**config.mk**
```make
export PLATFORM = sky130hd
export DESIGN_NAME = life_generation_engine
export DESIGN_NICKNAME = d
export VERILOG_FILES = /design/src/hw/rtl/lge_pkg.sv /design/src/hw/rtl/lge_ram.sv /design/src/hw/rtl/lge_ctrl.sv /design/src/hw/rtl/lge_datapath.sv /design/src/hw/rtl/life_generation_engine.sv
export SDC_FILE = /design/constraint.sdc
export NUM_CORES = 1
export LEC_CHECK = 0
export ABC_AREA = 1
export ABC_CLOCK_PERIOD_IN_PS = 9970
export BUFFER_PORTS_ARGS = -buffer_cell sky130_fd_sc_hd__buf_2
export CORE_MARGIN = 1.5
export CORE_UTILIZATION = 49
export CTS_CLUSTER_SIZE = 16
export DETAILED_ROUTE_END_ITERATION = 12
export SLEW_MARGIN = 5
export SYNTH_ARGS = -nofsm -noshare
export SYNTH_HDL_FRONTEND = slang
export SYNTH_HIERARCHICAL = 1
export SYNTH_SLANG_ARGS = --single-unit
```
**constraint.sdc**
```tcl
create_clock -name aclk -period 9.97 [get_ports aclk]
set_input_delay 0.997 -clock aclk [delete_from_list [all_inputs] [get_ports aclk]]
set_output_delay 0.997 -clock aclk [all_outputs]
set_load 0.05 [all_outputs]
```
**src/hw/rtl/lge_pkg.sv**
```systemverilog
// shared types and constants for the life generation engine
package lge_pkg;

    localparam int GRID_ROWS_DEF = 16;
    localparam int GRID_COLS_DEF = 32;

    localparam int FUNC_W   = 2;
    localparam int SEL_W    = 4;
    localparam int CELLS_W  = 32;
    localparam int IN_DATA_W  = 40;
    localparam int OUT_DATA_W = 40;

    typedef enum logic [FUNC_W-1:0] {
        FUNC_WRITE   = 2'd0,
        FUNC_ADVANCE = 2'd1,
        FUNC_READ    = 2'd2
    } func_t;

    // commands from the controller to the datapath
    typedef struct packed {
        logic rd_en;       // read a row word
        logic rd_zero;     // read of a row outside the grid returns zero
        logic wr_host;     // write the requested row
        logic wr_life;     // write the next-generation row
        logic cap_idx;     // capture the row index of a read request
        logic clr_win;     // clear the three-row window
        logic shift;       // shift the returned row into the window
        logic shift_zero;  // shift a dead row in below the bottom edge
        logic load_out;    // load the read result into the output register
    } lge_cmd_t;

    // status from the datapath to the controller
    typedef struct packed {
        logic out_busy;    // output register holds a result not taken this cycle
    } lge_stat_t;

endpackage

```
**src/hw/rtl/lge_ram.sv**
```systemverilog
// generic simple dual-port ram with registered read
module lge_ram #(
    parameter int WIDTH = 32,
    parameter int DEPTH = 16
) (
    input  logic                     aclk,
    input  logic                     wr_en,
    input  logic [$clog2(DEPTH)-1:0] wr_addr,
    input  logic [WIDTH-1:0]         wr_data,
    input  logic                     rd_en,
    input  logic [$clog2(DEPTH)-1:0] rd_addr,
    output logic [WIDTH-1:0]         rd_data
);

    logic [WIDTH-1:0] mem [DEPTH];
    logic [WIDTH-1:0] rd_data_reg;

    always_ff @(posedge aclk) begin
        if (wr_en) begin
            mem[wr_addr] <= wr_data;
        end
        if (rd_en) begin
            rd_data_reg <= mem[rd_addr];
        end
    end

    assign rd_data = rd_data_reg;

endmodule

```
**src/hw/rtl/lge_ctrl.sv**
```systemverilog
// controller: request decode and row sweep sequencer
module lge_ctrl #(
    parameter int GRID_ROWS = lge_pkg::GRID_ROWS_DEF
) (
    input  logic                         aclk,
    input  logic                         aresetn,
    input  logic                         s_tvalid,
    output logic                         s_tready,
    input  lge_pkg::func_t               in_func,
    input  logic [lge_pkg::SEL_W-1:0]    in_row_select,
    input  lge_pkg::lge_stat_t           stat,
    output lge_pkg::lge_cmd_t            cmd,
    output logic [$clog2(GRID_ROWS)-1:0] rd_addr,
    output logic [$clog2(GRID_ROWS)-1:0] wr_addr
);

    import lge_pkg::*;

    localparam int ROW_W = $clog2(GRID_ROWS);
    localparam int CNT_W = $clog2(GRID_ROWS + 3);
    localparam int EXT_W = 9;

    typedef enum logic [2:0] {
        ST_IDLE = 3'b001,
        ST_READ = 3'b010,
        ST_ADV  = 3'b100
    } state_t;

    state_t           state_reg, state_next;
    logic [CNT_W-1:0] cnt_reg, cnt_next;
    logic [CNT_W-1:0] cnt_wr;
    logic [EXT_W-1:0] sel_ext;
    logic             sel_in_range;
    logic             accept;

    assign sel_ext      = EXT_W'(in_row_select);
    assign sel_in_range = sel_ext < EXT_W'(GRID_ROWS);
    assign s_tready     = (state_reg == ST_IDLE);
    assign accept       = s_tvalid && s_tready;
    assign cnt_wr       = cnt_reg - CNT_W'(3);

    assign rd_addr = (state_reg == ST_IDLE) ? sel_ext[ROW_W-1:0] : cnt_reg[ROW_W-1:0];
    assign wr_addr = (state_reg == ST_IDLE) ? sel_ext[ROW_W-1:0] : cnt_wr[ROW_W-1:0];

    always_comb begin
        state_next = state_reg;
        cnt_next   = cnt_reg;
        cmd        = '0;
        unique case (state_reg)
            ST_IDLE: begin
                if (accept) begin
                    unique case (in_func)
                        FUNC_WRITE: begin
                            cmd.wr_host = sel_in_range;
                        end
                        FUNC_READ: begin
                            cmd.rd_en   = 1'b1;
                            cmd.rd_zero = !sel_in_range;
                            cmd.cap_idx = 1'b1;
                            state_next  = ST_READ;
                        end
                        FUNC_ADVANCE: begin
                            cmd.clr_win = 1'b1;
                            cnt_next    = '0;
                            state_next  = ST_ADV;
                        end
                        default: begin
                        end
                    endcase
                end
            end
            ST_READ: begin
                if (!stat.out_busy) begin
                    cmd.load_out = 1'b1;
                    state_next   = ST_IDLE;
                end
            end
            ST_ADV: begin
                // read row cnt, shift row cnt-1, write next row cnt-3
                cmd.rd_en      = cnt_reg < CNT_W'(GRID_ROWS);
                cmd.shift      = (cnt_reg >= CNT_W'(1)) && (cnt_reg <= CNT_W'(GRID_ROWS + 1));
                cmd.shift_zero = cnt_reg == CNT_W'(GRID_ROWS + 1);
                cmd.wr_life    = cnt_reg >= CNT_W'(3);
                cnt_next       = cnt_reg + CNT_W'(1);
                if (cnt_reg == CNT_W'(GRID_ROWS + 2)) begin
                    state_next = ST_IDLE;
                end
            end
            default: begin
                state_next = ST_IDLE;
            end
        endcase
    end

    always_ff @(posedge aclk) begin
        if (!aresetn) begin
            state_reg <= ST_IDLE;
            cnt_reg   <= '0;
        end else begin
            state_reg <= state_next;
            cnt_reg   <= cnt_next;
        end
    end

endmodule

```
**src/hw/rtl/lge_datapath.sv**
```systemverilog
// datapath: board memory, row valid bits, three-row window, life rule, output register
module lge_datapath #(
    parameter int GRID_ROWS = lge_pkg::GRID_ROWS_DEF,
    parameter int GRID_COLS = lge_pkg::GRID_COLS_DEF
) (
    input  logic                             aclk,
    input  logic                             aresetn,
    input  lge_pkg::lge_cmd_t                cmd,
    input  logic [$clog2(GRID_ROWS)-1:0]     rd_addr,
    input  logic [$clog2(GRID_ROWS)-1:0]     wr_addr,
    input  logic [lge_pkg::SEL_W-1:0]        in_row_select,
    input  logic [lge_pkg::CELLS_W-1:0]      in_row_cells,
    output lge_pkg::lge_stat_t               stat,
    output logic                             m_tvalid,
    input  logic                             m_tready,
    output logic [lge_pkg::OUT_DATA_W-1:0]   m_tdata
);

    import lge_pkg::*;

    localparam int PAD_W = GRID_COLS + 2;

    logic [GRID_ROWS-1:0] valid_reg;
    logic                 rd_vld_reg;
    logic [GRID_COLS-1:0] ram_rd_data;
    logic [GRID_COLS-1:0] ram_wr_data;
    logic                 ram_wr_en;
    logic [GRID_COLS-1:0] row_in;
    logic [GRID_COLS-1:0] prev_reg, cur_reg, nxt_reg;
    logic [GRID_COLS-1:0] life_row;
    logic [PAD_W-1:0]     pad_prev, pad_cur, pad_nxt;
    logic [3:0]           ncount;
    logic [SEL_W-1:0]     idx_reg;
    logic                 out_vld_reg;
    logic [SEL_W-1:0]     out_idx_reg;
    logic [CELLS_W-1:0]   out_cells_reg;

    assign ram_wr_en   = cmd.wr_host || cmd.wr_life;
    assign ram_wr_data = cmd.wr_life ? life_row : GRID_COLS'(64'(in_row_cells));

    lge_ram #(
        .WIDTH (GRID_COLS),
        .DEPTH (GRID_ROWS)
    ) u_board (
        .aclk    (aclk),
        .wr_en   (ram_wr_en),
        .wr_addr (wr_addr),
        .wr_data (ram_wr_data),
        .rd_en   (cmd.rd_en),
        .rd_addr (rd_addr),
        .rd_data (ram_rd_data)
    );

    // a row never written since reset reads as all dead
    assign row_in = (rd_vld_reg && !cmd.shift_zero) ? ram_rd_data : '0;

    always_ff @(posedge aclk) begin
        if (!aresetn) begin
            valid_reg  <= '0;
            rd_vld_reg <= 1'b0;
        end else begin
            if (ram_wr_en) begin
                valid_reg[wr_addr] <= 1'b1;
            end
            if (cmd.rd_en) begin
                rd_vld_reg <= !cmd.rd_zero && valid_reg[rd_addr];
            end
        end
    end

    // window of rows above, at and below the row being computed
    always_ff @(posedge aclk) begin
        if (cmd.clr_win) begin
            prev_reg <= '0;
            cur_reg  <= '0;
            nxt_reg  <= '0;
        end else if (cmd.shift) begin
            prev_reg <= cur_reg;
            cur_reg  <= nxt_reg;
            nxt_reg  <= row_in;
        end
    end

    assign pad_prev = {1'b0, prev_reg, 1'b0};
    assign pad_cur  = {1'b0, cur_reg, 1'b0};
    assign pad_nxt  = {1'b0, nxt_reg, 1'b0};

    always_comb begin
        life_row = '0;
        ncount   = '0;
        for (int c = 0; c < GRID_COLS; c++) begin
            ncount = 4'(pad_prev[c]) + 4'(pad_prev[c+1]) + 4'(pad_prev[c+2])
                   + 4'(pad_cur[c])                      + 4'(pad_cur[c+2])
                   + 4'(pad_nxt[c])  + 4'(pad_nxt[c+1])  + 4'(pad_nxt[c+2]);
            if (cur_reg[c]) begin
                life_row[c] = (ncount == 4'd2) || (ncount == 4'd3);
            end else begin
                life_row[c] = (ncount == 4'd3);
            end
        end
    end

    always_ff @(posedge aclk) begin
        if (cmd.cap_idx) begin
            idx_reg <= in_row_select;
        end
        if (cmd.load_out) begin
            out_idx_reg   <= idx_reg;
            out_cells_reg <= CELLS_W'(64'(row_in));
        end
    end

    always_ff @(posedge aclk) begin
        if (!aresetn) begin
            out_vld_reg <= 1'b0;
        end else if (cmd.load_out) begin
            out_vld_reg <= 1'b1;
        end else if (m_tready) begin
            out_vld_reg <= 1'b0;
        end
    end

    assign stat.out_busy = out_vld_reg && !m_tready;
    assign m_tvalid      = out_vld_reg;
    assign m_tdata       = OUT_DATA_W'({out_cells_reg, out_idx_reg});

endmodule

```
**src/hw/rtl/life_generation_engine.sv**
```systemverilog
// top level of the life generation engine
// Bounded Game of Life board of GRID_ROWS rows by GRID_COLS columns, one row word
// per memory entry; cells beyond the edges count as dead and the grid does not wrap.
// A request writes one row (func 0), advances the board one generation (func 1) or
// reads one row back (func 2); only a read produces a result, and func 3 is dropped.
// A write is done in its accept cycle; a read registers the row out of the memory and
// then waits for the output register to drain before loading it; an advance accepts
// the request, then sweeps the single board memory doing up to one row read and one
// row write per cycle with a three-row window between them, filling the window before
// the first write and draining it after the last read. The board is all dead after
// reset through per-row valid bits, so no clearing pass is needed.
module life_generation_engine #(
    parameter int GRID_ROWS = lge_pkg::GRID_ROWS_DEF,
    parameter int GRID_COLS = lge_pkg::GRID_COLS_DEF
) (
    input  logic                           aclk,
    input  logic                           aresetn,
    // request channel
    input  logic                           s_tvalid,
    output logic                           s_tready,
    input  logic [lge_pkg::IN_DATA_W-1:0]  s_tdata,   // func[1:0], row_select[5:2], row_cells[37:6]
    // result channel
    output logic                           m_tvalid,
    input  logic                           m_tready,
    output logic [lge_pkg::OUT_DATA_W-1:0] m_tdata    // read_row_index[3:0], read_row_cells[35:4]
);

    import lge_pkg::*;

    localparam int ROW_W = $clog2(GRID_ROWS);

    // request fields
    func_t              in_func;
    logic [SEL_W-1:0]   in_row_select;
    logic [CELLS_W-1:0] in_row_cells;

    lge_cmd_t           cmd;
    lge_stat_t          stat;
    logic [ROW_W-1:0]   rd_addr;
    logic [ROW_W-1:0]   wr_addr;

    assign in_func       = func_t'(s_tdata[1:0]);
    assign in_row_select = s_tdata[5:2];
    assign in_row_cells  = s_tdata[37:6];

    // sequencer: decodes requests and steps the advance sweep
    lge_ctrl #(
        .GRID_ROWS (GRID_ROWS)
    ) u_ctrl (
        .aclk          (aclk),
        .aresetn       (aresetn),
        .s_tvalid      (s_tvalid),
        .s_tready      (s_tready),
        .in_func       (in_func),
        .in_row_select (in_row_select),
        .stat          (stat),
        .cmd           (cmd),
        .rd_addr       (rd_addr),
        .wr_addr       (wr_addr)
    );

    // board storage, neighbor counting and the output register
    lge_datapath #(
        .GRID_ROWS (GRID_ROWS),
        .GRID_COLS (GRID_COLS)
    ) u_datapath (
        .aclk          (aclk),
        .aresetn       (aresetn),
        .cmd           (cmd),
        .rd_addr       (rd_addr),
        .wr_addr       (wr_addr),
        .in_row_select (in_row_select),
        .in_row_cells  (in_row_cells),
        .stat          (stat),
        .m_tvalid      (m_tvalid),
        .m_tready      (m_tready),
        .m_tdata       (m_tdata)
    );

endmodule
```
==> flow_summary.ini <==
[global_routing]
antenna_found_initial = 0
grt_pass1_wl_mm = 127
grt_usage = 0.226
grt_max_degree = 174
overflow = 0
grt_pass1_vias = 22000

[placed_design]
gp_congestion = 0.772
dp.cells = 4426
hpwl_mm = 45.4
io_buffers = 79
place_area_mm2 = 0.0362

[setup_path]
worstSetupEndpointType = register
crit_path_start_kind = register
path_class = reg2reg
cp_data_arrival_time_ns = 4.47
cp_max_fo = 16
required_ns = 10.23
reg2reg_depth = 9

[logic_synthesis]
synthCells = 3509
ys_seq_area_frac = 0.573
synth_largest_area_cell = edfxtp_1
yosys.cell_types.count = 38
ys_warn_count = 6
ys_top_cells_by_count = 830 x nand2_1, 722 x inv_1, 584 x edfxtp_1
yosysTopAreaCellShare = 0.503
netlist_area_mm2 = 0.0349
synth_edf_count = 584
async_flop_share = 0
synth_area_leaders = edfxtp_1 50%, nand2_1 8.9%, inv_1 7.8%, fa_1 7.1%, dfxtp_1 7.0%
yosysMostFrequentCell = nand2_1
avgSynthCellArea_um2 = 9.94
synth_ff_type = edfxtp_1
ys_ff_latch = 706

[routing]
ant_nets = 0
drtIter0Drc = 1801
vias_per_cell = 5.02
vias = 22900
drt_first_pass_iters = 5
drc = 0
wire_per_inst_um = 17.8
wl_mm = 81.1

[cts]
clock_path_buffers = 3
holdBufCountCts = 0
path_clk_slew_ns = 0.06
htreeDepth = 3
cts_setup_buffers = 0
cts-buffers-inserted = 74
cts.sinks = 706
cts_resized = 0
clk-insertion-delay-late_ns = 0.63
cts_tree = built
cts_root_buf = clkbuf_16

[floorplan]
core_mm2 = 0.0703
ios = 86
die_h_um = 270
initial_core_util = 0.497
die_w_um = 270
die_area_mm2 = 0.0728
rows = 97

[pwr]
total_power_mw = 6.98
leakagePower_nw = 17.2
p_per_area_mw_per_mm2 = 181
ir_worst_vdd_mv = 0.109

[sta]
maxSlewHeadroom = 0.178
worst_slew_pin_slew_ns = 1.23
setup_violations = 0
finalCritPeriodShare = 0.423
fin_setup_tns_ns = 0
fmax_ghz = 0.237
hold_violations = 0
rsz0062_at_grt = no
finalClockSkew_ns = 0.0301
timing.final.crit_period_ns = 4.21
drv_slew = 0

[finish]
regMostFlops = u_datapath/u_board/mem
largest_register_ffs = 512
fillers = 6114
layout-drive-gt1-share = 0.0825
fin_area_mm2 = 0.0386
final_cells = 4564
area_delta_synth_final_pct = 10.6
final_nets = 3825

[flow_run]
drv_cap = 0

[min_path]
whs_path_depth = 0
hp-class = reg2reg

[run_status]
status = finished clean
==> logic make-up (layout without fill, tap and decap cells) <==
logic type               count (synthesis)  in the layout  synth area share
other                                    2              6          0.000215
buffers and inverters                  884            995             0.107
flip-flops                             706            706             0.573
adder cells (fa/ha/maj)                219            219             0.105
AO/OA/AOI/OAI                          296            296            0.0461
XOR/XNOR                                 2              2          0.000502
AND/OR/NAND/NOR                       1400           1400             0.168
==> area by class of cell <==
class                   count  area [um^2]  area share
flip-flops and latches    706        20000       0.518
multi-input cells        1922        11500       0.299
inverters                 728         2750      0.0712
clock buffers              96         2000      0.0517
well taps                 940         1180      0.0305
repair buffers            130          803      0.0208
clock inverters            41          375     0.00972
diodes                      1         2.50   0.0000648
==> layer usage <==
layer	wire length, um	GRT usage
met1	37400	0.318
met2	38000	0.371
met3	3810	0.0267
met4	1820	0.0690
met5	0	0
==> final timing paths <==
check	startpoint	end	slack, ns
worst max-delay path	u_datapath/prev_reg[19]$_SDFFE_PP0P_	u_datapath/u_board/mem[15][20]$_DFFE_PP_	5.76
worst min-delay path	u_datapath/idx_reg[0]$_DFFE_PP_	u_datapath/out_idx_reg[0]$_DFFE_PP_	0.42
worst max register to register	u_datapath/prev_reg[19]$_SDFFE_PP0P_	u_datapath/u_board/mem[15][20]$_DFFE_PP_	5.76
worst min register to register	u_datapath/idx_reg[0]$_DFFE_PP_	u_datapath/out_idx_reg[0]$_DFFE_PP_	0.42
==> placed cells by master (no fill, tap or decap), types with 3 or more instances in the layout <==
master	synthesis	routed
clkbuf_1	22	17
o32ai_2	0	19
nor2_1	125	109
inv_1	722	719
nor2_2	4	3
bufinv_16	0	6
clkbuf_8	0	4
clkinv_2	0	9
nand3b_1	3	3
nor2_4	0	17
buf_2	58	79
o21ai_1	7	7
inv_2	3	5
dfxtp_1	122	122
clkinv_1	1	19
o21ai_4	0	5
fa_1	124	124
o32ai_1	30	11
nand2_2	7	7
a21oi_1	154	154
o21ai_0	99	94
clkbuf_16	0	75
nand2_1	830	830
ha_1	95	95
nor3_1	3	3
conb_1	2	5
inv_6	1	5
edfxtp_1	584	584
buf_4	21	49
nand3_1	419	419
==> power by group <==
group	leakage [nW]	total, mW	internal [mW]	switching [mW]
combinational	9.76	0.992	0.316	0.676
sequential	6.26	3.29	3.26	0.0297
clock	1.15	2.71	1.57	1.13
==> stage by stage <==
step	utilization	hold WS, ns	setup WS, ns
floorplan	-	0.400	4.89
global placement	0.516	0.402	5.74
detailed placement	0.516	0.407	5.74
CTS	0.549	0.423	5.73
global route	0.549	0.435	5.47
finish	0.549	0.421	5.76
==> worst max-delay path, stage by stage, from the launching register on <==
cell     delay, ns
dfxtp_1       0.34
inv_1         0.09
fa_1          0.51
fa_1          0.53
fa_1          0.54
inv_1         0.04
ha_1          0.22
fa_1          0.48
nand2_1       0.06
o32ai_2       1.03
(Power assumes the default switching activity.)
